<file path="src/hdl/ila_pkg.sv">
`default_nettype none
package ila_pkg;

   localparam int ILA_ANGLE_BITS = 32;

   // datapath widths and pipeline depths
   localparam int CORDIC_STEPS = 30;
   localparam int DP_W         = 34;
   localparam int DIV_STEPS    = 33;
   localparam int SQRT_STEPS   = 31;
   localparam int SQ_W         = 61;

   localparam logic signed [DP_W-1:0] CORDIC_GAIN = 34'h26DD3B6A;
   localparam logic signed [DP_W-1:0] Q30_ONE     = 34'h40000000;
   localparam logic signed [DP_W-1:0] TURN_HALF   = 34'h80000000;

   typedef enum logic [1:0] {
      ST_OK      = 2'd0,
      ST_INVALID = 2'd1,
      ST_RANGE   = 2'd2
   } status_type;

   localparam logic [1:0] CSR_POLE_LIMIT = 2'd0;
   localparam logic [1:0] CSR_SINE_SLACK = 2'd1;

   typedef enum logic {
      MODE_ROTATE,
      MODE_VECTOR
   } cordic_mode_type;

   // side data that travels with each item
   typedef struct packed {
      logic       valid;
      status_type status;
      logic       flag;
   } tag_type;

   // atan(2^-k) in 32-bit turn units
   function automatic logic signed [DP_W-1:0] atan_turn(input int k);
      logic signed [DP_W-1:0] v;
      case (k)
         0:  v = 34'h20000000;
         1:  v = 34'h12E4051E;
         2:  v = 34'h09FB385B;
         3:  v = 34'h051111D4;
         4:  v = 34'h028B0D43;
         5:  v = 34'h0145D7E1;
         6:  v = 34'h00A2F61E;
         7:  v = 34'h00517C55;
         8:  v = 34'h0028BE53;
         9:  v = 34'h00145F2F;
         10: v = 34'h000A2F98;
         11: v = 34'h000517CC;
         12: v = 34'h00028BE6;
         13: v = 34'h000145F3;
         14: v = 34'h0000A2FA;
         15: v = 34'h0000517D;
         16: v = 34'h000028BE;
         17: v = 34'h0000145F;
         18: v = 34'h00000A30;
         19: v = 34'h00000518;
         20: v = 34'h0000028C;
         21: v = 34'h00000146;
         22: v = 34'h000000A3;
         23: v = 34'h00000051;
         24: v = 34'h00000029;
         25: v = 34'h00000014;
         26: v = 34'h0000000A;
         27: v = 34'h00000005;
         28: v = 34'h00000003;
         29: v = 34'h00000001;
         default: v = '0;
      endcase
      return v;
   endfunction

endpackage
`default_nettype wire

</file>
<file path="src/hdl/ila_sqrt_cell.sv">
`default_nettype none
module ila_sqrt_cell #(
   parameter int STEP = 0
) (
   input  wire logic [ila_pkg::SQ_W-1:0] n_i,
   input  wire logic [ila_pkg::SQ_W-1:0] r_i,
   input  wire logic                     clock,
   output logic [ila_pkg::SQ_W-1:0]      n_o,
   output logic [ila_pkg::SQ_W-1:0]      r_o
);
   import ila_pkg::*;

   localparam logic [SQ_W:0] BIT = {{SQ_W{1'b0}}, 1'b1} << (2 * (SQRT_STEPS - 1 - STEP));

   logic [SQ_W:0]   trial;
   logic            ge;
   logic [SQ_W-1:0] n_in, r_in, n_ff, r_ff;

   always_comb begin
      trial = {1'b0, r_i} + BIT;
      ge    = {1'b0, n_i} >= trial;
      n_in  = ge ? n_i - trial[SQ_W-1:0] : n_i;
      r_in  = ge ? (r_i >> 1) + BIT[SQ_W-1:0] : r_i >> 1;
   end

   always_ff @(posedge clock) begin
      n_ff <= n_in;
      r_ff <= r_in;
   end

   assign n_o = n_ff;
   assign r_o = r_ff;

endmodule
`default_nettype wire

</file>
<file path="config.mk">
export PLATFORM = sky130hd
export DESIGN_NAME = ila_sqrt_cell
export DESIGN_NICKNAME = d
export VERILOG_FILES = /design/src/hdl/ila_pkg.sv /design/src/hdl/ila_sqrt_cell.sv
export SDC_FILE = /design/constraint.sdc
export NUM_CORES = 1
export LEC_CHECK = 0
export BUFFER_PORTS_ARGS = -buffer_cell sky130_fd_sc_hd__buf_2
export CAP_MARGIN = 20
export CORE_ASPECT_RATIO = 1.2
export CORE_UTILIZATION = 51
export CTS_CLUSTER_DIAMETER = 50
export CTS_CLUSTER_SIZE = 20
export DETAILED_ROUTE_END_ITERATION = 8
export GPL_ROUTABILITY_DRIVEN = 0
export PLACE_DENSITY = 0.89
export SLEW_MARGIN = 15
export SYNTH_ARGS = -nofsm -noshare
export SYNTH_HDL_FRONTEND = slang
export SYNTH_SLANG_ARGS = --single-unit
</file>
<file path="constraint.sdc">
create_clock -name clock -period 4.1 [get_ports clock]
set_input_delay 0.41 -clock clock [delete_from_list [all_inputs] [get_ports clock]]
set_output_delay 0.41 -clock clock [all_outputs]
set_load 0.005 [all_outputs]
</file>
==> results by stage <==
Timing:
- The number of hold-slack violations in the final timing report is 0.
- In this run the tightest slew margin relative to its limit is 0.5081.
- Adding up every negative setup slack in the final design gives 0 ps.
- Based on the critical path, the design can be clocked at up to 0.3135 GHz.
- At the pin with the least slew margin, the transition time is roughly 720 ps.
- Setup repair after global routing left no endpoint under its margin.
- The number of max-slew violations in the final report was 0.
- Final hold analysis gives a worst-case slack of slightly above 90 ps.
- Counting I/O delays and the setup requirement, the final critical path takes 3190 ps.
- The final period utilization is 0.7779.
- Across all setup checks in the final design, the least slack found is 910.4 ps.
- The final setup violation count is 0.

Status:
- The flow ran to the end, and the final reports show no timing, DRC or antenna violations.

Critical path:
- The slowest stage of the critical path belongs to the cell sky130_fd_sc_hd__fa_1.
- STA classifies the critical path endpoint as a flip-flop.
- STA classifies the critical path startpoint as an input pin.
- The critical path data required time is around 4400 ps.
- At the worst endpoint, the arrival time is about 3500 ps.
- The critical setup path kind is input pin to flip-flop.
- Traced cell by cell, the critical path runs through buf_2 > inv_1 > ha_1 > inv_1 > fa_1 > a21o_1 > a221oi_1 > buf_4 > a211o_1 > a211oi_2 > o2111ai_1 > a211oi_2 > nor2_4 > inv_2 > mux2_2.
- Of all nets on the critical path, the largest fanout is 17.
- The peak per-stage delay on the critical path is around 400 ps.

Clock network:
- The longest clock path from root to sink contains 2 buffers.
- Once the clock tree was built, the resizer swapped 0 gates to a different size.
- The H-tree level count is 4.
- The number of buffers created by CTS is 17.
- The clock sink total is 122.
- The CTS clock-pin slew for the worst setup and hold paths is approximately 60 ps.
- In this run, post-CTS hold repair placed 0 buffers.
- The total setup buffers inserted after CTS is 0.
- The TritonCTS clock tree is done.
- The tree is rooted in a sky130_fd_sc_hd__clkbuf_16.

GRT:
- The number of global-route vias before repair is between 6000 and 7000.
- The number of antenna violations at the first check in global routing is 1.
- In the global route stage, overall resource usage came out at 0.2821.
- The global-route wire length before repair is 31060 um.
- Summed over all layers, the global routing overflow is 0.
- The largest net degree at the start of global routing is 67.

Logic synthesis:
- The share of synthesized area in the top cell type comes to 0.3465.
- The netlist uses 63 different library cells.
- The synthesized design contains around 120 register bits.
- The post-synthesis cell count is 870.
- Counting flops with a built-in enable in the synthesized netlist gives 0.
- The area of the mapped netlist is around 0.0070 sq mm.
- The count of yosys warnings during synthesis is 0.
- The sequential area share after synthesis is 0.3465.
- Of all flip-flops after synthesis, the portion carrying an async set or reset was 0.
- The post-synth net total is about 1100.
- The largest total area in the synthesized netlist belongs to sky130_fd_sc_hd__dfxtp_1.
- Ranked by instance count, the synthesized netlist is headed by sky130_fd_sc_hd__dfxtp_1, sky130_fd_sc_hd__nand2_1, sky130_fd_sc_hd__a21oi_1, sky130_fd_sc_hd__inv_1, sky130_fd_sc_hd__o21ai_0.
- The most used flip-flop cell after synthesis is sky130_fd_sc_hd__dfxtp_1.
- Sorting the synthesized cells by area gives the leading types as sky130_fd_sc_hd__dfxtp_1, sky130_fd_sc_hd__ha_1, sky130_fd_sc_hd__nand2_1, sky130_fd_sc_hd__a21oi_1, sky130_fd_sc_hd__o21ai_0.
- The cell with the most instances after synthesis is sky130_fd_sc_hd__dfxtp_1.
- A synthesized cell averages roughly 8 sq um.

Placed design:
- Detailed placement finished with a half-perimeter wire length of 15770 um.
- The count of buffers added on input and output ports is 244.
- The number of placed instances, taps included is about 1200.
- The pre-CTS setup slack is 531.7 ps.

Power:
- Internal power comes to about 2.6 mW.
- The share of power burned in the clock network is 0.383.
- The analysis attributes to cell leakage a power of between 4 and 5 nW.
- Total power for the finished layout comes to 3.669 mW.
- The relative contribution of combinational cells to total power is 0.257.
- In this run the power spent charging and discharging nets is about 1.1 mW.
- The worst ir drop on vdd is approximately 0.26 mV.
- The share of total power dissipated in sequential elements is 0.360.
- The power density relative to cell area is between 400 and 500 mW/mm^2.
- The fraction of power spent switching nets is 0.3028.

Job:
- Across the run, the number of max-cap violations was 0.

Route:
- The number of optimization iterations in the first detailed-route pass is 6.
- Dividing the detail-routed via count by the number of cells gives roughly 5.6.
- The overall via count from detail_route is ~7000.
- The total length of routed wires is between 20000 and 25000 um.
- The number of remaining DRC errors is 0.
- The first-iteration detailed-routing DRC count is a little under 400.
- The count of nets left with antenna violations after detail routing is 0.
- The average routed wire per standard cell is around 16 um.

Die:
- 245 I/O pins were placed.
- The area of the core is about 0.013 sq mm.
- Measured along the y axis, the die boundary spans around 130 um.
- The floorplan step defined a die boundary enclosing 0.01430 sq mm.
- For this configuration, the core starts out at a cell density of 0.5278.
- The floorplan row count is 46.
- The die is between 100 and 150 um wide.

Cells and area:
- The net total in the final layout is around 1300.
- From synthesis to final layout, the design area changed by 26.24%.
- The count of placed standard cells in the final layout, fillers left out is 1281.
- The share of layout cells above drive strength 1 is 0.2659.
- The antenna diode count is 0.

Worst hold path:
- The class of the worst hold path is input pin to flip-flop.
[cell families after synthesis]
| logic type | share of synthesized area |
|---|---|
| compound gates | 0.2528 |
| buf+inv | 0.06994 |
| flops | 0.3465 |
| fa+ha+maj | 0.1129 |
| simple gates | 0.1408 |
| mux | 0.009940 |
| xor+xnor | 0.06711 |
[per-stage QoR]
stage	util	area (sq um)
5_1_grt	0.6663	8897
2_1_floorplan	-	7048
3_5_place_dp	0.6258	8356
6_report	0.6663	8897
4_1_cts	0.6663	8897
3_3_place_gp	0.6258	8356
[critical path, delay by kind of cell]
| kind | cells | cell delay [ps] |
|---|---|---|
| compound gates | 6 | 1190 |
| buf+inv | 5 | 610 |
| fa+ha+maj | 2 | 570 |
| simple gates | 1 | 390 |
| mux | 1 | 320 |
[power by group through the flow]
| stage | clock (mW) | sequential [mW] | combinational (mW) |
|---|---|---|---|
| after floorplan | 0 | 1.37 | 0.581 |
| after global placement | 0 | 1.34 | 0.900 |
| after detailed placement | 0 | 1.35 | 0.921 |
| after CTS | 1.42 | 1.32 | 0.934 |
| after global routing | 1.47 | 1.33 | 1.04 |
| final | 1.40 | 1.32 | 0.942 |
[worst paths after layout]
path	cells past startpoint	slack, ps	end	startpoint
setup / recovery	15	910	n_o[22]$_DFF_P_	n_i[0]
hold / removal	1	90	r_o[21]$_DFF_P_	r_i[22]
[cell type report]
cell class / count / area [sq um]
Sequential cell: 122 / 2442
Clock buffer: 24 / 471.7
Multi-Input combinational cell: 628 / 4120
Clock inverter: 8 / 70.07
Timing Repair Buffer: 250 / 1279
Tap cell: 168 / 210.2
Fill cell: 1121 / 4456
Inverter: 81 / 304.0
[layout by cell type (no fill, tap or decap), drive strengths merged, types with 16 or more instances in the layout]
cell	synthesis	routed
a21o	25	25
a21oi	80	80
buf	11	250
clkbuf	28	24
dfxtp	122	122
ha	62	62
inv	81	81
nand2	108	108
nand4	19	19
nor2	38	38
o21ai	98	98
o21bai	16	16
xnor2	34	34
xor2	20	20
[registers in the layout, indices dropped and copies added (netlist names)]
name	count
n_o	61
r_o	61
[per-layer routing]
layer | vias up | wire length, um | global-route usage
li1 | 3510 | - | -
met4 | 0 | 587 | 0.1239
met1 | 3267 | 7627 | 0.2947
met3 | 55 | 1587 | 0.07490
met2 | 315 | 10550 | 0.5253
met5 | - | 0 | 0
(Power assumes the default switching activity.)
