===== config.mk =====
export PLATFORM = sky130hd
export DESIGN_NAME = ila_div_cell
export DESIGN_NICKNAME = d
export VERILOG_FILES = /design/src/hdl/ila_div_cell.sv
export SDC_FILE = /design/constraint.sdc
export NUM_CORES = 1
export LEC_CHECK = 0
export BUFFER_PORTS_ARGS = -buffer_cell sky130_fd_sc_hd__clkbuf_2
export CAP_MARGIN = 5
export CORE_MARGIN = 2
export CORE_UTILIZATION = 42
export DETAILED_ROUTE_END_ITERATION = 10
export PLACE_DENSITY = 0.76
export SYNTH_ARGS = -nofsm -noshare
export SYNTH_HDL_FRONTEND = slang
export SYNTH_SLANG_ARGS = --single-unit

===== constraint.sdc =====
create_clock -name clock -period 7.2 [get_ports clock]
set_clock_uncertainty 0.2 [all_clocks]
set_input_delay 0.36 -clock clock [delete_from_list [all_inputs] [get_ports clock]]
set_output_delay 0.36 -clock clock [all_outputs]
set_load 0.02 [all_outputs]

===== src/hdl/ila_div_cell.sv =====
`default_nettype none
module ila_div_cell (
   input  wire logic        clock,
   input  wire logic [31:0] den_i,
   input  wire logic [32:0] nb_i,
   input  wire logic [31:0] r_i,
   input  wire logic [32:0] q_i,
   output logic [31:0]      den_o,
   output logic [32:0]      nb_o,
   output logic [31:0]      r_o,
   output logic [32:0]      q_o
);
   logic [31:0] rs;
   logic        ge;
   logic [31:0] den_ff, r_ff, r_in;
   logic [32:0] nb_ff, q_ff, nb_in, q_in;

   // one restoring step: bring down the next numerator bit
   always_comb begin
      rs    = {r_i[30:0], nb_i[32]};
      ge    = rs >= den_i;
      r_in  = ge ? rs - den_i : rs;
      q_in  = {q_i[31:0], ge};
      nb_in = {nb_i[31:0], 1'b0};
   end

   always_ff @(posedge clock) begin
      den_ff <= den_i;
      nb_ff  <= nb_in;
      r_ff   <= r_in;
      q_ff   <= q_in;
   end

   assign den_o = den_ff;
   assign nb_o  = nb_ff;
   assign r_o   = r_ff;
   assign q_o   = q_ff;

endmodule
`default_nettype wire


==> results of run 1 <==
cells in the final DEF, fill, tap and decap left out, types with 2 or more instances in the layout:
cell type	Yosys	routed
sky130_fd_sc_hd__mux2_1	6	6
sky130_fd_sc_hd__inv_6	0	3
sky130_fd_sc_hd__nand3_1	8	8
sky130_fd_sc_hd__a211oi_1	4	4
sky130_fd_sc_hd__xor2_1	10	10
sky130_fd_sc_hd__o21a_1	6	6
sky130_fd_sc_hd__dlygate4sd3_1	0	122
sky130_fd_sc_hd__nor2_1	17	17
sky130_fd_sc_hd__o21ai_1	2	2
sky130_fd_sc_hd__ha_1	32	32
sky130_fd_sc_hd__inv_8	0	2
sky130_fd_sc_hd__clkbuf_16	0	17
sky130_fd_sc_hd__nand4_1	7	7
sky130_fd_sc_hd__o21ai_0	15	15
sky130_fd_sc_hd__nor2b_1	5	5
sky130_fd_sc_hd__clkbuf_8	0	2
sky130_fd_sc_hd__o21bai_1	5	5
sky130_fd_sc_hd__clkinvlp_4	0	3
sky130_fd_sc_hd__mux2_2	24	24
sky130_fd_sc_hd__nor4_1	2	2
sky130_fd_sc_hd__and2_1	4	4
sky130_fd_sc_hd__a21o_1	8	8
sky130_fd_sc_hd__a21oi_1	31	31
sky130_fd_sc_hd__o211ai_1	6	6
sky130_fd_sc_hd__mux2i_1	2	2
sky130_fd_sc_hd__and3_1	3	3
sky130_fd_sc_hd__clkbuf_2	0	257
sky130_fd_sc_hd__dfxtp_1	129	129
sky130_fd_sc_hd__inv_1	37	37
sky130_fd_sc_hd__bufinv_16	0	3
sky130_fd_sc_hd__nand2_1	20	20
sky130_fd_sc_hd__xnor2_1	18	18
sky130_fd_sc_hd__nand2b_1	5	5
sky130_fd_sc_hd__o41ai_1	2	2
power breakdown:
part / switching [mW] / internal [mW]
registers: 0.0210 / 0.777
logic: 0.262 / 0.210
clock network: 0.344 / 0.571
cells by family (layout without fill, tap and decap cells):
| kind of cell | Yosys count | count (layout) | synth area share |
|---|---|---|---|
| and+or+nand+nor | 74 | 74 | 0.0737 |
| muxes | 32 | 32 | 0.0730 |
| xor gates and xnor gates | 28 | 28 | 0.0500 |
| AOI/OAI and AO/OA | 101 | 101 | 0.143 |
| buffers and inverters | 54 | 449 | 0.0469 |
| other | 1 | 1 | 0.000765 |
| DFF | 129 | 129 | 0.527 |
| adders and majority gates | 33 | 33 | 0.0857 |
state kept, by name, indices dropped and copies added, names as in the netlist:
signal and flops:
r_o 32, q_o 33, den_o 32, nb_o 32
repair_timing:
| item | in CTS | in global routing |
|---|---|---|
| hold endpoints to repair | 122 | 0 |
| resized for setup | 0 | 0 |
| endpoints found under the setup margin | 0 | 0 |
| buffers inserted | 0 | 0 |
| hold buffers | 122 | 0 |
routing by layer:
metal / vias to the layer above / global-route usage / share of wire
li1: 2338 / - / -
met1: 2298 / 0.297 / 0.38
met2: 227 / 0.495 / 0.53
met3: 48 / 0.0680 / 0.059
met4: 0 / 0.109 / 0.033
met5: - / 0 / 0
through the flow:
step / std cells / hold slack (ns)
3_3_place_gp: 836 / 0.263
2_1_floorplan: 452 / 0.188
6_report: 990 / 0.0148
4_1_cts: 990 / 0.00531
3_5_place_dp: 836 / 0.264
5_1_grt: 990 / 0.00906
worst max-delay path: stages:
cell and delay, ns:
sky130_fd_sc_hd__dlygate4sd3_1 0.52, sky130_fd_sc_hd__clkbuf_2 0.10, sky130_fd_sc_hd__inv_1 0.04, sky130_fd_sc_hd__ha_1 0.35, sky130_fd_sc_hd__nor2b_1 0.17, sky130_fd_sc_hd__o31a_1 0.30, sky130_fd_sc_hd__o41ai_2 0.49, sky130_fd_sc_hd__a21oi_2 0.23
sky130_fd_sc_hd__o21ai_1 0.19, sky130_fd_sc_hd__a21oi_1 0.11, sky130_fd_sc_hd__a211oi_4 0.95, sky130_fd_sc_hd__buf_4 0.38, sky130_fd_sc_hd__mux2_2 0.36
path summary, 6_finish.rpt:
| check | startpoint | end | slack, ns | cells past startpoint |
|---|---|---|---|---|
| max | den_i[2] | r_o[7] | 2.74 | 13 |
| min | r_i[2] | r_o[3] | 0.01 | 2 |
area by class of cell:
cell class | instances | area [µm²]
Clock buffer | 19 | 453
Clock inverter | 13 | 175
Fill cell | 798 | 3280
Inverter | 37 | 139
Multi-Input combinational cell | 269 | 2090
Sequential cell | 129 | 2580
Tap cell | 143 | 179
Timing Repair Buffer | 380 | 2510
==> qor.csv, run 1 <==
metric;value;unit
GR Util All Layers;0.269;
Die Width;112;µm
number of buffer cells added on primary ports;257;
Lkg Pwr;4.03;nW
Total Neg Setup Slack;0;ns
area of the core;11400;µm²
Final min period;4.46;ns
half-perimeter wire length of the detailed placement result;10300;µm
count of pins on the block boundary;261;
fraction of registers with async set or reset after synthesis;0;
cells taking the most area after synthesis;sky130_fd_sc_hd__dfxtp_1 53%, sky130_fd_sc_hd__ha_1 8.2%, sky130_fd_sc_hd__mux2_2 5.5%;
worst rel slew slack;0.210;
weighted congestion reported at the end of routability-driven placement;0.892;
total clock buffers created by CTS;17;
Setup crit start kind;primary input;
antenna diode count;0;
Post-Synthesis Cell Area;4900;µm²
ratio of total power to cell area;269;nW/µm²
Fin. Hold Viols;0;
Syn Area/Cell;10.9;µm²
max-capacitance violation count;0;
Layout Area Growth over Synthesis;65.9;%
wire length per cell;17.1;µm
ranking of synthesized cells by instance count;129 x sky130_fd_sc_hd__dfxtp_1, 37 x sky130_fd_sc_hd__inv_1, 32 x sky130_fd_sc_hd__ha_1;
Vias;4911;
total non-filler cell area in the finished layout;8140;µm²
Worst VDD drop;0.234;mV
FP Rows;39;
dpl ws;2.87;ns
net count after synthesis;616;
highest attainable clock frequency;224;MHz
Die Ht;112;µm
number of global-route vias before repair;4975;
post-synthesis cell count;452;
number of warnings printed during yosys synthesis;0;
largest driver fanout on the critical path;22;
maximum level of the CTS H-tree;4;
EDFF count, synth;0;
Root Buffer;sky130_fd_sc_hd__clkbuf_16;
clock edge transition at the registers on the reported setup and hold paths;0.06;ns
global-route wire length before repair;26400;µm
count of endpoints failing setup in the final report;0;
biggest area consumer among synthesized cells;sky130_fd_sc_hd__dfxtp_1;
WL final;17000;µm
post-detailed-placement cell area;6290;µm²
layout cell share with drive strength beyond 1;0.379;
worst min-delay path class;primary input to register;
First DRT Iteration DRCs;306;
most common cell in the synthesized netlist;sky130_fd_sc_hd__dfxtp_1;
number of different library cells in the post-synthesis netlist;57;
number of routed nets with antenna violations;0;
Setup CP Type;primary input to register;
register bit count reported by yosys;129;
setup slack after layout;2.74;ns
grt total ovfl;0;
number of DRC violations after detailed routing;0;
Die Footprint;12600;µm²
Top FF cell, synth;sky130_fd_sc_hd__dfxtp_1;
pin count of the biggest net entering global routing;23;
Least-Margin Pin Slew;1.18;ns
number of slew-limit violations in the final report;0;
share of Yosys cell area claimed by the top area cell type;0.527;
sort of element at the end of the critical path;register;
Starting Density;0.430;
RSZ-0062 raised after global routing;false;
sequential-to-total area share from yosys stat;0.527;
antenna violations before repair;0;
data required time at the worst endpoint;7.30;ns
TritonCTS clock tree;done;
Clock Path Buffers;2;
run status;finished clean;
via density per instance;4.96;
share of the cycle needed by the critical path after routing;0.619;
# clock sinks;129;
final net count;998;
final core area utilization;0.712;
detailed-router iteration count before antenna repair;4;
PnR Total Power;2.18;mW
Crit path arrival time;4.56;ns
No activity file was read; power rests on OpenSTA's default activity.
==> run 2, diff against run 1 <==
Settings changed: ABC_AREA set to 1, PLACE_DENSITY 0.76 to 0.75.
Clock period 7.2 ns to 3.7 ns, I/O delays scaled along.
==> qor.csv, run 2 <==
metric;value;unit;change
run status;finished clean;;
Fin. Hold Viols;0;;unchanged
EDFF count, synth;0;;unchanged
clock edge transition at the registers on the reported setup and hold paths;0.06;ns;about the same
Crit path arrival time;2.80;ns;-1.76 ns
biggest area consumer among synthesized cells;sky130_fd_sc_hd__dfxtp_1;;
total clock buffers created by CTS;17;;unchanged
Post-Synthesis Cell Area;5820;µm²;+19%
Clock Path Buffers;2;;unchanged
grt total ovfl;0;;unchanged
largest driver fanout on the critical path;36;;+64%
Setup crit start kind;primary input;;
Psw;1.33;mW;+110%
half-perimeter wire length of the detailed placement result;12800;µm;+24%
Top FF cell, synth;sky130_fd_sc_hd__dfxtp_1;;
cells taking the most area after synthesis;sky130_fd_sc_hd__dfxtp_1 44%, sky130_fd_sc_hd__nand2_1 18%, sky130_fd_sc_hd__inv_1 10%;;
number of slew-limit violations in the final report;0;;unchanged
top library cells by usage in the layout, fill and taps aside;277 x sky130_fd_sc_hd__nand2_1, 257 x sky130_fd_sc_hd__clkbuf_2, 158 x sky130_fd_sc_hd__inv_1;;
post-detailed-placement cell area;7240;µm²;+15%
share of total power in the clock network;0.400;;-0.018
FILL cells;1105;;+38%
Comb pwr share;0.235;;+0.019
share of Yosys cell area claimed by the top area cell type;0.444;;-0.0828
Layout Area Growth over Synthesis;56.8;%;
Setup CP Type;primary input to register;;
global-route wire length before repair;28500;µm;+8.0%
ratio of total power to cell area;464;nW/µm²;+73%
data required time at the worst endpoint;3.80;ns;-3.50 ns
sort of element at the end of the critical path;register;;
number of different library cells in the post-synthesis netlist;32;;-44%
number of routed nets with antenna violations;0;;unchanged
Vias;6060;;+23%
number of flip-flops under the largest register name;33;;unchanged
Total Neg Setup Slack;0;ns;unchanged
sequential-to-total area share from yosys stat;0.444;;-0.0828
area of the core;13700;µm²;+20%
launch instance of the worst min-delay path;nb_i[20];;
Starting Density;0.424;;-0.00537
First DRT Iteration DRCs;236;;-23%
placed cell count;1225;;+47%
TritonCTS clock tree;done;;
fraction of power spent switching nets;0.313;;+0.0262
pin count of the biggest net entering global routing;37;;+61%
number of global-route vias before repair;5965;;+20%
count of pins on the block boundary;261;;unchanged
Syn Area/Cell;7.32;µm²;-33%
Root Buffer;sky130_fd_sc_hd__clkbuf_16;;
number of DRC violations after detailed routing;0;;unchanged
antenna violations before repair;1;;+1
total non-filler cell area in the finished layout;9120;µm²;+12%
Worst VDD drop;0.507;mV;+120%
FP Rows;43;;+10%
maximum level of the CTS H-tree;4;;unchanged
highest attainable clock frequency;371;MHz;
number of buffer cells added on primary ports;257;;unchanged
ranking of synthesized cells by instance count;277 x sky130_fd_sc_hd__nand2_1, 158 x sky130_fd_sc_hd__inv_1, 129 x sky130_fd_sc_hd__dfxtp_1;;
fraction of registers with async set or reset after synthesis;0;;unchanged
RSZ-0062 raised after global routing;false;;
detailed-router iteration count before antenna repair;4;;unchanged
number of cells in the finished layout apart from fillers;1386;;+40%
final net count;1356;;+36%
most common library cell in the layout ignoring fill and taps;sky130_fd_sc_hd__nand2_1;;
Die Footprint;14800;µm²;+18%
wire length per cell;13.3;µm;-22%
post-synthesis cell count;795;;+76%
Final min period;2.70;ns;
GR Util All Layers;0.250;;-0.0192
worst hold endpoint;nb_o[21];;
most common cell in the synthesized netlist;sky130_fd_sc_hd__nand2_1;;
max-capacitance violation count;0;;unchanged
Die Width;122;µm;+8.6%
count of endpoints failing setup in the final report;0;;unchanged
Min-Delay Path Depth;2;;unchanged
weighted congestion reported at the end of routability-driven placement;0.889;;-0.27%
WL final;18500;µm;+8.9%
# clock sinks;129;;unchanged
register bit count reported by yosys;129;;unchanged
share of the cycle needed by the critical path after routing;0.729;;
power share of the sequential group;0.365;;about the same
number of warnings printed during yosys synthesis;0;;unchanged
layout cell share with drive strength beyond 1;0.283;;-0.0960
Internal Power;2.91;mW;+87%
via density per instance;4.37;;-12%
net count after synthesis;959;;+56%
Die Ht;122;µm;+8.6%
Lkg Pwr;5.20;nW;+29%
worst min-delay path class;primary input to register;;
==> run 2: power by group through the flow <==
stage	sequential, mW	clock, mW	combinational [mW]
floorplan	1.73	0	0.429
global placement	1.57	0	0.870
detailed placement	1.57	0	0.878
CTS	1.54	1.72	0.990
global route	1.56	1.78	1.10
finish	1.55	1.69	0.994
==> run 2: area by class of cell <==
cell class	count	area (µm²)	area share
multi-input cells	496	2530	0.278
repair buffers	385	2570	0.281
inverters	163	617	0.0676
diodes	1	2.50	0.000274
flip-flops and latches	129	2580	0.283
well taps	180	225	0.0247
clock buffers	17	425	0.0466
clock inverters	15	169	0.0185
==> run 2: worst max-delay path by stage <==
stage | from | end | slack (ns) | cells past startpoint
floorplan | nb_i[32] | r_o[25] | 1.68 | 16
global route | den_i[0] | r_o[23] | 0.75 | 16
finish | den_i[0] | r_o[23] | 1.00 | 16
detailed placement | nb_i[32] | r_o[10] | 1.11 | 16
CTS | den_i[0] | r_o[10] | 1.00 | 16
global placement | nb_i[32] | r_o[28] | 1.15 | 16
==> run 2: cells by family after synthesis <==
| group | count (synthesis) | share of synthesized area |
|---|---|---|
| buffers and inverters | 170 | 0.121 |
| other | 1 | 0.000644 |
| and+or+nand+nor | 423 | 0.318 |
| AOI/OAI and AO/OA | 25 | 0.0239 |
| xor gates and xnor gates | 14 | 0.0211 |
| adders and majority gates | 33 | 0.0722 |
| DFF | 129 | 0.444 |
==> run 2: worst max-delay path, cell delays in order <==
cell and delay (ns):
sky130_fd_sc_hd__dlygate4sd3_1 0.54, sky130_fd_sc_hd__clkbuf_2 0.12, sky130_fd_sc_hd__ha_1 0.22, sky130_fd_sc_hd__fa_1 0.36
sky130_fd_sc_hd__inv_1 0.12, sky130_fd_sc_hd__nand2_1 0.09, sky130_fd_sc_hd__nand2_1 0.08, sky130_fd_sc_hd__nand3_1 0.06
sky130_fd_sc_hd__nand2_1 0.18, sky130_fd_sc_hd__nand2_1 0.11, sky130_fd_sc_hd__nand3_2 0.09, sky130_fd_sc_hd__nand2_4 0.07
sky130_fd_sc_hd__nand2_8 0.21, sky130_fd_sc_hd__inv_6 0.19, sky130_fd_sc_hd__nand2_2 0.09, sky130_fd_sc_hd__nand2_1 0.05
==> run 2: what timing repair did <==
action	4_1_cts	5_1_grt
gates resized for setup	0	0
setup buffers	0	0
hold endpoints to repair	128	0
hold buffers	128	0
==> run 2: routing by layer <==
| metal | GRT usage | up-vias | routed length, µm |
|---|---|---|---|
| met5 | 0 | - | 0 |
| met4 | 0.105 | 0 | 499 |
| met3 | 0.0557 | 36 | 1120 |
| met2 | 0.458 | 204 | 9260 |
| met1 | 0.279 | 2653 | 7610 |
| li1 | - | 3167 | - |
==> run 2: metrics by stage <==
step | worst slack (ns) | hold slack [ns] | total power, mW | utilization
final | 1.00 | 0.202 | 4.23 | 0.665
after global routing | 0.751 | 0.199 | 4.43 | 0.665
after CTS | 1.00 | 0.189 | 4.25 | 0.665
after detailed placement | 1.11 | 0.0889 | 2.45 | 0.528
after global placement | 1.15 | 0.0872 | 2.44 | 0.528
after floorplan | 1.68 | 0.0127 | 2.16 | -
