--- config.mk ---
export PLATFORM = sky130hd
export DESIGN_NAME = ila_rot_cell
export DESIGN_NICKNAME = d
export VERILOG_FILES = /design/src/hdl/ila_pkg.sv /design/src/hdl/ila_rot_cell.sv
export SDC_FILE = /design/constraint.sdc
export NUM_CORES = 1
export LEC_CHECK = 0
export ABC_AREA = 1
export BUFFER_PORTS_ARGS = -buffer_cell sky130_fd_sc_hd__buf_2
export CORE_MARGIN = 3
export CORE_UTILIZATION = 45
export CTS_BUF_LIST = sky130_fd_sc_hd__clkbuf_16
export DETAILED_ROUTE_END_ITERATION = 6
export MAX_ROUTING_LAYER = met4
export PLACE_DENSITY = 0.7
export SYNTH_ARGS = -nofsm -noshare
export SYNTH_HDL_FRONTEND = slang
export SYNTH_SLANG_ARGS = --single-unit
--- constraint.sdc ---
create_clock -name clock -period 3.5 [get_ports clock]
set_input_delay 0.175 -clock clock [delete_from_list [all_inputs] [get_ports clock]]
set_output_delay 0.175 -clock clock [all_outputs]
set_load 0.005 [all_outputs]
--- src/hdl/ila_pkg.sv ---
`default_nettype none
package ila_pkg;

   localparam int ILA_ANGLE_BITS = 32;

   // datapath widths and pipeline depths
   localparam int CORDIC_STEPS = 30;
   localparam int DP_W         = 34;
   localparam int DIV_STEPS    = 33;
   localparam int SQRT_STEPS   = 31;
   localparam int SQ_W         = 61;

   localparam logic signed [DP_W-1:0] CORDIC_GAIN = 34'h26DD3B6A;
   localparam logic signed [DP_W-1:0] Q30_ONE     = 34'h40000000;
   localparam logic signed [DP_W-1:0] TURN_HALF   = 34'h80000000;

   typedef enum logic [1:0] {
      ST_OK      = 2'd0,
      ST_INVALID = 2'd1,
      ST_RANGE   = 2'd2
   } status_type;

   localparam logic [1:0] CSR_POLE_LIMIT = 2'd0;
   localparam logic [1:0] CSR_SINE_SLACK = 2'd1;

   typedef enum logic {
      MODE_ROTATE,
      MODE_VECTOR
   } cordic_mode_type;

   // side data that travels with each item
   typedef struct packed {
      logic       valid;
      status_type status;
      logic       flag;
   } tag_type;

   // atan(2^-k) in 32-bit turn units
   function automatic logic signed [DP_W-1:0] atan_turn(input int k);
      logic signed [DP_W-1:0] v;
      case (k)
         0:  v = 34'h20000000;
         1:  v = 34'h12E4051E;
         2:  v = 34'h09FB385B;
         3:  v = 34'h051111D4;
         4:  v = 34'h028B0D43;
         5:  v = 34'h0145D7E1;
         6:  v = 34'h00A2F61E;
         7:  v = 34'h00517C55;
         8:  v = 34'h0028BE53;
         9:  v = 34'h00145F2F;
         10: v = 34'h000A2F98;
         11: v = 34'h000517CC;
         12: v = 34'h00028BE6;
         13: v = 34'h000145F3;
         14: v = 34'h0000A2FA;
         15: v = 34'h0000517D;
         16: v = 34'h000028BE;
         17: v = 34'h0000145F;
         18: v = 34'h00000A30;
         19: v = 34'h00000518;
         20: v = 34'h0000028C;
         21: v = 34'h00000146;
         22: v = 34'h000000A3;
         23: v = 34'h00000051;
         24: v = 34'h00000029;
         25: v = 34'h00000014;
         26: v = 34'h0000000A;
         27: v = 34'h00000005;
         28: v = 34'h00000003;
         29: v = 34'h00000001;
         default: v = '0;
      endcase
      return v;
   endfunction

endpackage
`default_nettype wire

--- src/hdl/ila_rot_cell.sv ---
`default_nettype none
module ila_rot_cell #(
   parameter int                       STEP = 0,
   parameter ila_pkg::cordic_mode_type MODE = ila_pkg::MODE_ROTATE
) (
   input  wire logic                             clock,
   input  wire logic signed [ila_pkg::DP_W-1:0]  x_i,
   input  wire logic signed [ila_pkg::DP_W-1:0]  y_i,
   input  wire logic signed [ila_pkg::DP_W-1:0]  z_i,
   output logic signed [ila_pkg::DP_W-1:0]       x_o,
   output logic signed [ila_pkg::DP_W-1:0]       y_o,
   output logic signed [ila_pkg::DP_W-1:0]       z_o
);
   import ila_pkg::*;

   localparam logic signed [DP_W-1:0] ANGLE = atan_turn(STEP);

   logic signed [DP_W-1:0] dx, dy;
   logic                   pos;
   logic signed [DP_W-1:0] x_in, y_in, z_in;
   logic signed [DP_W-1:0] x_ff, y_ff, z_ff;

   always_comb begin
      dx  = y_i >>> STEP;
      dy  = x_i >>> STEP;
      // rotate toward zero angle, or toward zero y when vectoring
      pos = (MODE == MODE_ROTATE) ? !z_i[DP_W-1] : y_i[DP_W-1];
      if (pos) begin
         x_in = x_i - dx;
         y_in = y_i + dy;
         z_in = z_i - ANGLE;
      end else begin
         x_in = x_i + dx;
         y_in = y_i - dy;
         z_in = z_i + ANGLE;
      end
   end

   always_ff @(posedge clock) begin
      x_ff <= x_in;
      y_ff <= y_in;
      z_ff <= z_in;
   end

   assign x_o = x_ff;
   assign y_o = y_ff;
   assign z_o = z_ff;

endmodule
`default_nettype wire

==> results_dict.tcl, run 1 <==
set metrics [dict create \
    run_status "finished, final reports clean" \
    num-fill-cells 2157 \
    library_cell_with_the_highest_instance_count_after_synthesis "sky130_fd_sc_hd__nand2_1" \
    routed_wl_mm 33.9 \
    drv_cap 0 \
    fmax_mhz 474 \
    design.core.area_sq_um 20600 \
    cp_data_arrival_time_ns 2.37 \
    vias_per_cell 5.23 \
    area_growth_pct 17.7 \
    holdPathEnd "x_o[0]" \
    slew_violations 0 \
    critical_path_class "in -> reg" \
    wl_met2_mm 14.9 \
    post_synth_instance_area_sq_um 9560 \
    post-cts-setup-buffer-count 0 \
    wire_per_inst_microns 16.5 \
    synth-edff-count 0 \
    min_from "y_i[0]" \
    cts.path.max_buffers 2 \
    tightestPinTransition_ns 0.711 \
    grt_first_pass_wirelength_mm 52.5 \
    top_layer_used "met4" \
    detail_route.wirelength.met1_mm 15.5 \
    die_width_microns 152 \
    floorplan.io_pins 205 \
    grt_start_max_net_pins 60 \
    cts_made_buffers 9 \
    globalRoute.totalOverflow 0 \
    drt_pre_antenna_iters 6 \
    wl_met3_mm 2.64 \
    clock_tree.htree_level_count 3 \
    floorplan.initialDensity 0.465 \
    grt_use_total 0.300 \
    rsz_0062_raised_after_global_routing "false" \
    gpl.final_weighted_congestion 1.01 \
    postSynth.asyncResetShare 0 \
    fin_crit_ns 2.11 \
    antenna_violations_before_repair 0 \
    cp-start-kind "input pin" \
    synth_area_leaders "sky130_fd_sc_hd__dfxtp_1, sky130_fd_sc_hd__nand2_1, sky130_fd_sc_hd__ha_1, sky130_fd_sc_hd__inv_1, sky130_fd_sc_hd__nand3_1" \
    drt-initial-drc-count 911 \
    layout-drive-gt1-share 0.145 \
    synth.largest_area_cell "sky130_fd_sc_hd__dfxtp_1" \
    synth.ff_latch_count 101 \
    worst_rel_slew_slack 0.526 \
    antenna-diode-count 0 \
    remaining_drc_errors 0 \
    synth_area_per_cell_sq_um 6.08 \
    cts_tree "done" \
    layoutNonFillerInstCount 2051 \
    port-buffer-count 204 \
    timing.critical_path.slowest_stage_cell "sky130_fd_sc_hd__ha_1" \
    setup_viol_count_final 0 \
    final_net_count 1986 \
    clock_sinks 101 \
    timing.critical_path.to_type "flop" \
    min_path_cells 3 \
    clkTransAtPathRegs_ns 0.08 \
    synth_sequential_area_ratio 0.212 \
    post_syn_nets 1783 \
    worstPathMaxFanout 11 \
    synthFlopType "sky130_fd_sc_hd__dfxtp_1" \
    timing.critical_path.cells "buf_2 > inv_1 > ha_1 > nand2_1 > o21ai_1 > nand2_1 > nand2_1 > nand2_1 > nand2_2 > nand2_1 > nand2_1 > nand2_1 > nand3_1 > nand2_1" \
    timing.final.crit_share 0.603 \
    yosysUniqueCellTypes 40 \
    grt_pass1_vias 9980 \
    setup_total_negative_slack_ns 0 \
    route.vias.total 10726 \
    static-leakage-power_nw 6.25 \
    yosys_warnings 0 \
    synth.top_cells.by_count "sky130_fd_sc_hd__nand2_1, sky130_fd_sc_hd__inv_1, sky130_fd_sc_hd__nand3_1" \
    cpMostUsedCell "sky130_fd_sc_hd__nand2_1" \
    fp.dieH_microns 152 \
    required_ns 3.77 \
    worst_ir_drop_vdd_v 0.000229 \
    place_inst 2005 \
    placementRows 52 \
    ant_nets 0 \
    post-dp-hpwl_mm 27.9 \
    die_area_sq_um 23000 \
    p_per_area_nw_per_um2 362 \
    hold_path.class "in -> reg" \
    synthesis.instances 1573 \
    number_of_hold_violations_in_the_final_report 0 \
    critical_path.max_stage_delay_ns 0.51 \
    hold_ws_ns 0.0864 \
    clock-root-buffer "sky130_fd_sc_hd__clkbuf_16" \
    synth_top_area_share 0.212 \
]
[timing repair]
| item | 4_1_cts | 5_1_grt |
|---|---|---|
| resized for setup | 0 | 0 |
| endpoints found under the hold margin | 30 | 0 |
| endpoints found under the setup margin | 0 | 0 |
| hold buffers | 30 | 0 |
[layout make-up]
cell class,count,area [sq um],share of cell area
inverter,254,953,0.0848
multi-input combinational,1173,6280,0.559
clock buffer,9,225,0.0200
tap,270,338,0.0300
timing repair buffer,237,1340,0.120
sequential,101,2020,0.180
clock inverter,7,80.1,0.00712
[worst max-delay path by stage]
stage | startpoint | end | slack, ns | cells past startpoint
floorplan | x_i[0] | y_o[32] | 1.78 | 13
global placement | x_i[3] | x_o[32] | 1.05 | 14
detailed placement | x_i[3] | x_o[32] | 1.10 | 14
CTS | x_i[3] | x_o[32] | 1.49 | 14
global route | x_i[3] | x_o[32] | 1.21 | 14
finish | x_i[3] | x_o[32] | 1.39 | 14
[through the flow]
stage                     utilization  setup slack, ns  area (sq um)  total power, mW
final                           0.547             1.39         11200             4.07
after global routing            0.547             1.21         11200             4.34
after CTS                       0.547             1.49         11200             4.07
after detailed placement        0.517             1.10         10600             2.97
after global placement          0.517             1.05         10600             2.96
after floorplan                     -             1.78          9560             2.40
[cell families (layout without fill, tap and decap cells)]
| group | Yosys count | in the layout | share of synthesized area |
|---|---|---|---|
| AOI/OAI and AO/OA | 244 | 244 | 0.137 |
| xor gates and xnor gates | 27 | 27 | 0.0247 |
| adders and majority gates | 107 | 107 | 0.143 |
| buffers and inverters | 299 | 507 | 0.131 |
| DFF | 101 | 101 | 0.212 |
| muxes | 2 | 2 | 0.00209 |
| and+or+nand+nor | 793 | 793 | 0.350 |
[worst max-delay path, delay by kind of cell]
family	cells	cell delay, ns
simple gates	10	1.07
compound gates	1	0.45
fa+ha+maj	1	0.51
buf+inv	2	0.17
[power by group]
| part | internal [mW] | switching [mW] |
|---|---|---|
| Clock | 0.509 | 0.566 |
| Combinational | 0.577 | 1.06 |
| Sequential | 1.32 | 0.0441 |
| Total | 2.40 | 1.67 |
[layer usage]
metal / GRT usage / vias up
met2: 0.472 / 457
met3: 0.0390 / 54
met4: 0.0876 / 0
met1: 0.406 / 4834
met5: - / -
li1: - / 5381
[cells in the final DEF, fill, tap and decap left out, types with 3 or more instances in the layout]
cell type and instances:
sky130_fd_sc_hd__o211ai_1 3, sky130_fd_sc_hd__o21a_1 4, sky130_fd_sc_hd__or2_2 4, sky130_fd_sc_hd__buf_2 204, sky130_fd_sc_hd__o21ai_1 7, sky130_fd_sc_hd__fa_1 4
sky130_fd_sc_hd__a21oi_1 115, sky130_fd_sc_hd__nand3_2 3, sky130_fd_sc_hd__dlygate4sd3_1 30, sky130_fd_sc_hd__inv_2 5, sky130_fd_sc_hd__nand3_1 160, sky130_fd_sc_hd__nand4_1 12
sky130_fd_sc_hd__nor3_1 13, sky130_fd_sc_hd__nor2_1 117, sky130_fd_sc_hd__dfxtp_1 101, sky130_fd_sc_hd__clkbuf_16 9, sky130_fd_sc_hd__a21o_1 6, sky130_fd_sc_hd__o22ai_1 6
sky130_fd_sc_hd__buf_4 3, sky130_fd_sc_hd__o21ai_0 83, sky130_fd_sc_hd__nand2_2 12, sky130_fd_sc_hd__o21bai_1 16, sky130_fd_sc_hd__xor2_1 26, sky130_fd_sc_hd__nor2_2 7
sky130_fd_sc_hd__nand3b_1 3, sky130_fd_sc_hd__nand2_1 454, sky130_fd_sc_hd__inv_1 249, sky130_fd_sc_hd__ha_1 103
[state kept, by name (all words and copies together) (netlist names)]
signal and count:
y_o 33, z_o 34, x_o 34
(Power assumes the default switching activity.)
==> run 2: changes to the inputs <==
--- a/config.mk
+++ b/config.mk
@@ -5,14 +5,14 @@
 export SDC_FILE = /design/constraint.sdc
 export NUM_CORES = 1
 export LEC_CHECK = 0
-export ABC_AREA = 1
+export ABC_AREA = 0
 export BUFFER_PORTS_ARGS = -buffer_cell sky130_fd_sc_hd__buf_2
 export CORE_MARGIN = 3
 export CORE_UTILIZATION = 45
 export CTS_BUF_LIST = sky130_fd_sc_hd__clkbuf_16
 export DETAILED_ROUTE_END_ITERATION = 6
 export MAX_ROUTING_LAYER = met4
-export PLACE_DENSITY = 0.7
+export PLACE_DENSITY = 0.72
 export SYNTH_ARGS = -nofsm -noshare
 export SYNTH_HDL_FRONTEND = slang
 export SYNTH_SLANG_ARGS = --single-unit
==> constraint.sdc (replaced) <==
create_clock -name clock -period 2.1 [get_ports clock]
set_input_delay 0.105 -clock clock [delete_from_list [all_inputs] [get_ports clock]]
set_output_delay 0.105 -clock clock [all_outputs]
set_load 0.005 [all_outputs]
==> run 2 against run 1 <==
Combinational power increased by 110%; final area increased by 11%; the flow now finishes with violations (negative setup slack); largest power group unchanged; sequential power increased by 76%; first-iteration DRC count decreased by 28%; sequential share of layout area decreased by 1.9 points; synthesized area decreased by 17%; wire length decreased by 13%; critical path type unchanged; count of clock-buffer cells in the layout unchanged; critical path depth unchanged.
==> results_dict.tcl, run 2 <==
set metrics [dict create \
    run_status "finished with violations" \
    violations "negative setup slack" \
    worstPathBufferInverterCount 3 \
    grt_start_max_net_pins 45 \
    cts_made_buffers 9 \
    p_per_area_nw_per_um2 594 \
    cpMostUsedCell "sky130_fd_sc_hd__buf_6" \
    synth-adder-area-share 0.172 \
    setup_viol_count_final 4 \
    timing.final.crit_share 1.03 \
    static-leakage-power_nw 6.10 \
    total_power_mw 7.44 \
    cp-start-kind "input pin" \
    synth_top_family_by_area "compound AO/OA/AOI/OAI gates" \
    cts.path.max_buffers 2 \
    remaining_drc_errors 0 \
    floorplan.initialDensity 0.469 \
    synthFlopType "sky130_fd_sc_hd__dfxtp_1" \
    final_net_count 1699 \
    cts_tree "done" \
    die_area_sq_um 19300 \
    post_syn_nets 1212 \
    drt_pre_antenna_iters 5 \
    worst_rel_slew_slack 0.655 \
    routed_wl_mm 29.5 \
    worst_ir_drop_vdd_v 0.000424 \
    timing.critical_path.slowest_stage_cell "sky130_fd_sc_hd__fa_2" \
    library_cell_with_the_highest_instance_count_after_synthesis "sky130_fd_sc_hd__a21oi_1" \
    clock_sinks 101 \
    synth_top_area_share 0.255 \
    hold_path.class "in -> reg" \
    layout_commonest_cell "sky130_fd_sc_hd__buf_4" \
    port-buffer-count 204 \
    xor_xnor_share_of_the_synthesized_area 0.0750 \
    clock-root-buffer "sky130_fd_sc_hd__clkbuf_16" \
    synth.ff_latch_count 101 \
    synth.largest_area_cell "sky130_fd_sc_hd__dfxtp_1" \
    vias_per_cell 5.35 \
    antenna-diode-count 0 \
    drt-initial-drc-count 658 \
    floorplan.io_pins 205 \
    grt_first_pass_wirelength_mm 45.4 \
    gpl.final_weighted_congestion 0.990 \
    post-dp-hpwl_mm 22.8 \
    synthesis.instances 1002 \
    drv_cap 0 \
    fmax_mhz 461 \
    final_util 0.740 \
    number_of_hold_violations_in_the_final_report 0 \
    placementRows 47 \
    synth_area_in_compound_gates 0.260 \
    clkTransAtPathRegs_ns 0.08 \
    fin_area_sq_um 12500 \
    layoutNonFillerInstCount 1713 \
    path_delay_family "compound AO/OA/AOI/OAI gates" \
    grt_use_total 0.294 \
    place_inst 1654 \
    post_synth_instance_area_sq_um 7940 \
    layout-drive-gt1-share 0.431 \
    worstPathMaxFanout 3 \
    globalRoute.totalOverflow 0 \
    synth-edff-count 0 \
    fp.dieH_microns 139 \
    area_growth_pct 57.9 \
    critical_path.max_stage_delay_ns 0.40 \
    postSynth.asyncResetShare 0 \
    rsz_0062_raised_after_global_routing "true" \
    grt_pass1_vias 8927 \
    antenna_violations_before_repair 0 \
    setup_ws_ns -0.0687 \
    route.vias.total 9160 \
    timing.critical_path.to_type "flop" \
    die_width_microns 139 \
    required_ns 2.36 \
    fin_crit_ns 2.17 \
    synth_sequential_area_ratio 0.255 \
    yosys_warnings 0 \
    critical_path_class "in -> reg" \
    place_area_sq_um 11200 \
    timing.critical_path.cells "buf_8 > buf_6 > ha_4 > fa_2 > nor2b_2 > o31a_1 > o22a_1 > a21bo_2 > buf_6 > a21oi_2 > o31ai_2 > nor2b_1 > o22ai_1 > xnor2_1" \
    clock_tree.htree_level_count 3 \
    post_synth_and_or_nand_nor_area_fraction 0.149 \
    ant_nets 0 \
    setup_total_negative_slack_ns -0.194 \
    highest_count_cells_in_the_layout_ignoring_fill_and_taps "sky130_fd_sc_hd__buf_4, sky130_fd_sc_hd__buf_2, sky130_fd_sc_hd__dfxtp_1, sky130_fd_sc_hd__inv_1, sky130_fd_sc_hd__a21oi_1" \
    yosysUniqueCellTypes 80 \
    synth.area.mux_share 0.0126 \
    synth_area_leaders "sky130_fd_sc_hd__dfxtp_1, sky130_fd_sc_hd__ha_1, sky130_fd_sc_hd__a21oi_1, sky130_fd_sc_hd__xnor2_1, sky130_fd_sc_hd__inv_1" \
    wire_per_inst_microns 17.2 \
    tightestPinTransition_ns 0.517 \
    design.core.area_sq_um 16900 \
    slew_violations 0 \
    synth_area_per_cell_sq_um 7.93 \
    synth.top_cells.by_count "sky130_fd_sc_hd__a21oi_1, sky130_fd_sc_hd__inv_1, sky130_fd_sc_hd__ha_1" \
    cp_data_arrival_time_ns 2.42 \
]
-- run 2: routing by layer --
layer,share of wire,GRT usage,vias to the layer above
met5,0,-,-
met4,0.023,0.0783,0
met3,0.072,0.0379,55
met2,0.48,0.491,407
met1,0.42,0.378,4241
li1,-,-,4457
-- run 2: layout make-up --
type | instances | area, sq um
Clock buffer | 9 | 225
Clock inverter | 6 | 55.1
Fill cell | 1309 | 4400
Inverter | 112 | 430
Multi-Input combinational cell | 746 | 5980
Sequential cell | 101 | 2020
Tap cell | 220 | 275
Timing Repair Buffer | 519 | 3550
-- run 2: power breakdown --
group / leakage [nW] / total [mW] / internal [mW] / switching [mW]
clock: 0.138 / 1.66 / 0.822 / 0.838
sequential: 0.852 / 2.39 / 2.27 / 0.117
combinational: 5.11 / 3.40 / 1.69 / 1.71
total: 6.10 / 7.44 / 4.78 / 2.66
-- run 2: worst paths after layout --
kind	startpoint	end	slack (ns)	depth (start not counted)
setup / recovery	y_i[0]	x_o[32]	-0.07	14
hold / removal	z_i[32]	z_o[33]	0.03	3
-- run 2: through the flow --
stage	setup WS [ns]	hold slack, ns
after floorplan	-0.0962	0.133
after global placement	-0.478	0.207
after detailed placement	-0.582	0.209
after CTS	-0.0465	0.0213
after global routing	-0.153	0.0328
final	-0.0687	0.0305
-- run 2: logic make-up (layout without fill, tap and decap cells) --
kind of cell             count (synthesis)  after routing
adder cells (fa/ha/maj)                107            107
buffers and inverters                  155            646
multiplexers                            10             10
XOR/XNOR                                68             68
AO/OA/AOI/OAI                          321            321
flip-flops                             101            101
AND/OR/NAND/NOR                        240            240
-- run 2: what timing repair did --
action / 4_1_cts / 5_1_grt
resized for setup: 45 / 106
buffers inserted: 5 / 11
hold endpoints to repair: 30 / 0
setup endpoints to repair: 21 / 37
pin swaps: 27 / 47
hold buffers: 30 / 0
==> run 3: changes to the inputs <==
--- a/config.mk
+++ b/config.mk
@@ -9,7 +9,7 @@
 export BUFFER_PORTS_ARGS = -buffer_cell sky130_fd_sc_hd__buf_2
 export CORE_MARGIN = 3
 export CORE_UTILIZATION = 45
-export CTS_BUF_LIST = sky130_fd_sc_hd__clkbuf_16
+export CTS_BUF_LIST = sky130_fd_sc_hd__clkbuf_2 sky130_fd_sc_hd__clkbuf_4 sky130_fd_sc_hd__clkbuf_8
 export DETAILED_ROUTE_END_ITERATION = 6
 export MAX_ROUTING_LAYER = met4
 export PLACE_DENSITY = 0.72
==> run 3 against run 2 <==
The flow still finishes with violations (negative setup slack); combinational power decreased by 3%; first-iteration DRC count fell by 10%; wire length is 2.7% lower; fmax grew 2.6%; total power shrank 7.2%; flip-flop and latch count unchanged; via count down 0.58%.
==> results_dict.tcl, run 3 (synthesis results as in run 2) <==
set metrics [dict create \
    share_seq_of_total_power 0.345 \
    area_growth_pct 54.3 \
    wl_met3_mm 2.00 \
    slew_violations 0 \
    grt_first_pass_wirelength_mm 44.8 \
    worstPathMaxFanout 3 \
    wl_met2_mm 13.4 \
    required_ns 2.44 \
    drt_pre_antenna_iters 6 \
    cts_made_buffers 9 \
    wire_per_inst_microns 16.8 \
    fin_area_sq_um 12300 \
    clock_sinks 101 \
    cp_data_arrival_time_ns 2.45 \
    top_layer_used "met4" \
    clock_tree.htree_level_count 3 \
    violations "negative setup slack" \
    drt-initial-drc-count 590 \
    grt_start_max_net_pins 45 \
    tightestPinTransition_ns 0.513 \
    antenna_violations_before_repair 0 \
    final_net_count 1700 \
    setup_ws_ns -0.0145 \
    number_of_hold_violations_in_the_final_report 0 \
    share_of_power_burned_in_combinational_logic 0.477 \
    clock-root-buffer "sky130_fd_sc_hd__clkbuf_8" \
    drv_cap 0 \
    fmax_mhz 473 \
    gpl.final_weighted_congestion 0.990 \
    post-dp-hpwl_mm 22.8 \
    net_sw_frac 0.368 \
    routed_wl_mm 28.7 \
    timing.final.crit_share 1.01 \
    globalRoute.totalOverflow 0 \
    ant_nets 0 \
    floorplan.initialDensity 0.469 \
    highest_count_cells_in_the_layout_ignoring_fill_and_taps "sky130_fd_sc_hd__buf_4, sky130_fd_sc_hd__buf_2, sky130_fd_sc_hd__a21oi_1, sky130_fd_sc_hd__dfxtp_1, sky130_fd_sc_hd__inv_1" \
    die_area_sq_um 19300 \
    rsz_0062_raised_after_global_routing "true" \
    die_width_microns 139 \
    clkTransAtPathRegs_ns 0.12 \
    placementRows 47 \
    cp-start-kind "input pin" \
    detail_route.wirelength.met1_mm 12.6 \
    run_status "finished with violations" \
    port-buffer-count 204 \
    vias_per_cell 5.31 \
    pwr-share-clk 0.178 \
    power.internal_mw 4.37 \
    worst_rel_slew_slack 0.658 \
    fp.dieH_microns 139 \
    layout_commonest_cell "sky130_fd_sc_hd__buf_4" \
    floorplan.io_pins 205 \
    antenna-diode-count 0 \
    worst_ir_drop_vdd_v 0.000410 \
    design.core.area_sq_um 16900 \
    grt_use_total 0.290 \
    route.vias.total 9107 \
    cts_tree "done" \
    total_power_mw 6.91 \
    static-leakage-power_nw 6.03 \
    timing.critical_path.to_type "flop" \
    p_per_area_nw_per_um2 564 \
    cts.path.max_buffers 2 \
    final_util 0.723 \
    setup_viol_count_final 1 \
    power.net_switching_mw 2.55 \
    fin_crit_ns 2.11 \
    layout-drive-gt1-share 0.405 \
    place_area_sq_um 11200 \
    grt_pass1_vias 8847 \
    remaining_drc_errors 0 \
    hold_path.class "in -> reg" \
    critical_path_class "in -> reg" \
]
==> run 3: cell count changes in the layout (fill, tap and decap cells not counted), sizes merged <==
cell         previous run  this run
buf                   488       487
clkinv                  5         6
dlygate4sd3            30        32
inv                   113       112
==> run 3: critical path: stages <==
cell	delay, ns
sky130_fd_sc_hd__buf_8	0.10
sky130_fd_sc_hd__buf_6	0.11
sky130_fd_sc_hd__inv_4	0.05
sky130_fd_sc_hd__ha_4	0.12
sky130_fd_sc_hd__fa_2	0.22
sky130_fd_sc_hd__nor2b_2	0.05
sky130_fd_sc_hd__o31a_1	0.33
sky130_fd_sc_hd__nor3_2	0.16
sky130_fd_sc_hd__o211a_1	0.26
sky130_fd_sc_hd__and2_4	0.18
sky130_fd_sc_hd__o21ai_2	0.06
sky130_fd_sc_hd__a221o_1	0.39
sky130_fd_sc_hd__o221ai_2	0.18
sky130_fd_sc_hd__xnor2_1	0.13
==> run 3: layout make-up <==
type	count	area, sq um
multi-input combinational	746	5780
tap	220	275
inverter	112	433
sequential	101	2020
clock buffer	9	124
fill	1367	4690
timing repair buffer	520	3560
clock inverter	6	55.1
==> run 3: per-layer routing <==
layer	track usage	vias to the layer above
met2	0.474	393
met1	0.375	4223
met4	0.0783	0
met5	-	-
li1	-	4437
met3	0.0462	54
==> run 3: repair_timing <==
action                                 in CTS  in global routing
resized for setup                          23                 74
pin swaps                                  19                 25
setup endpoints to repair                  16                 38
buffers inserted                            3                 10
hold buffers                               32                  0
endpoints found under the hold margin      32                  0
==> run 3: path summary, 6_finish.rpt <==
kind	cells after the start	endpoint	startpoint	slack, ns
worst max-delay path	14	y_o[30]	y_i[0]	-0.01
worst min-delay path	3	x_o[33]	y_i[33]	0.05
==> run 3: per-stage QoR <==
stage | cells | hold WS (ns) | TNS (ns) | setup slack, ns
floorplan | 1002 | 0.133 | -0.210 | -0.0962
global placement | 1654 | 0.207 | -15.34 | -0.478
detailed placement | 1654 | 0.209 | -16.37 | -0.582
CTS | 1704 | 0.0562 | 0 | 0.0000806
global route | 1714 | 0.0590 | -0.606 | -0.104
finish | 1714 | 0.0545 | -0.0145 | -0.0145
==> run 3: power by group through the flow <==
stage / sequential, mW / combinational (mW) / clock (mW)
final: 2.39 / 3.30 / 1.23
after global routing: 2.42 / 3.57 / 1.34
after CTS: 2.38 / 3.12 / 1.26
after detailed placement: 2.43 / 3.01 / 0
after global placement: 2.42 / 2.99 / 0
after floorplan: 2.45 / 1.44 / 0
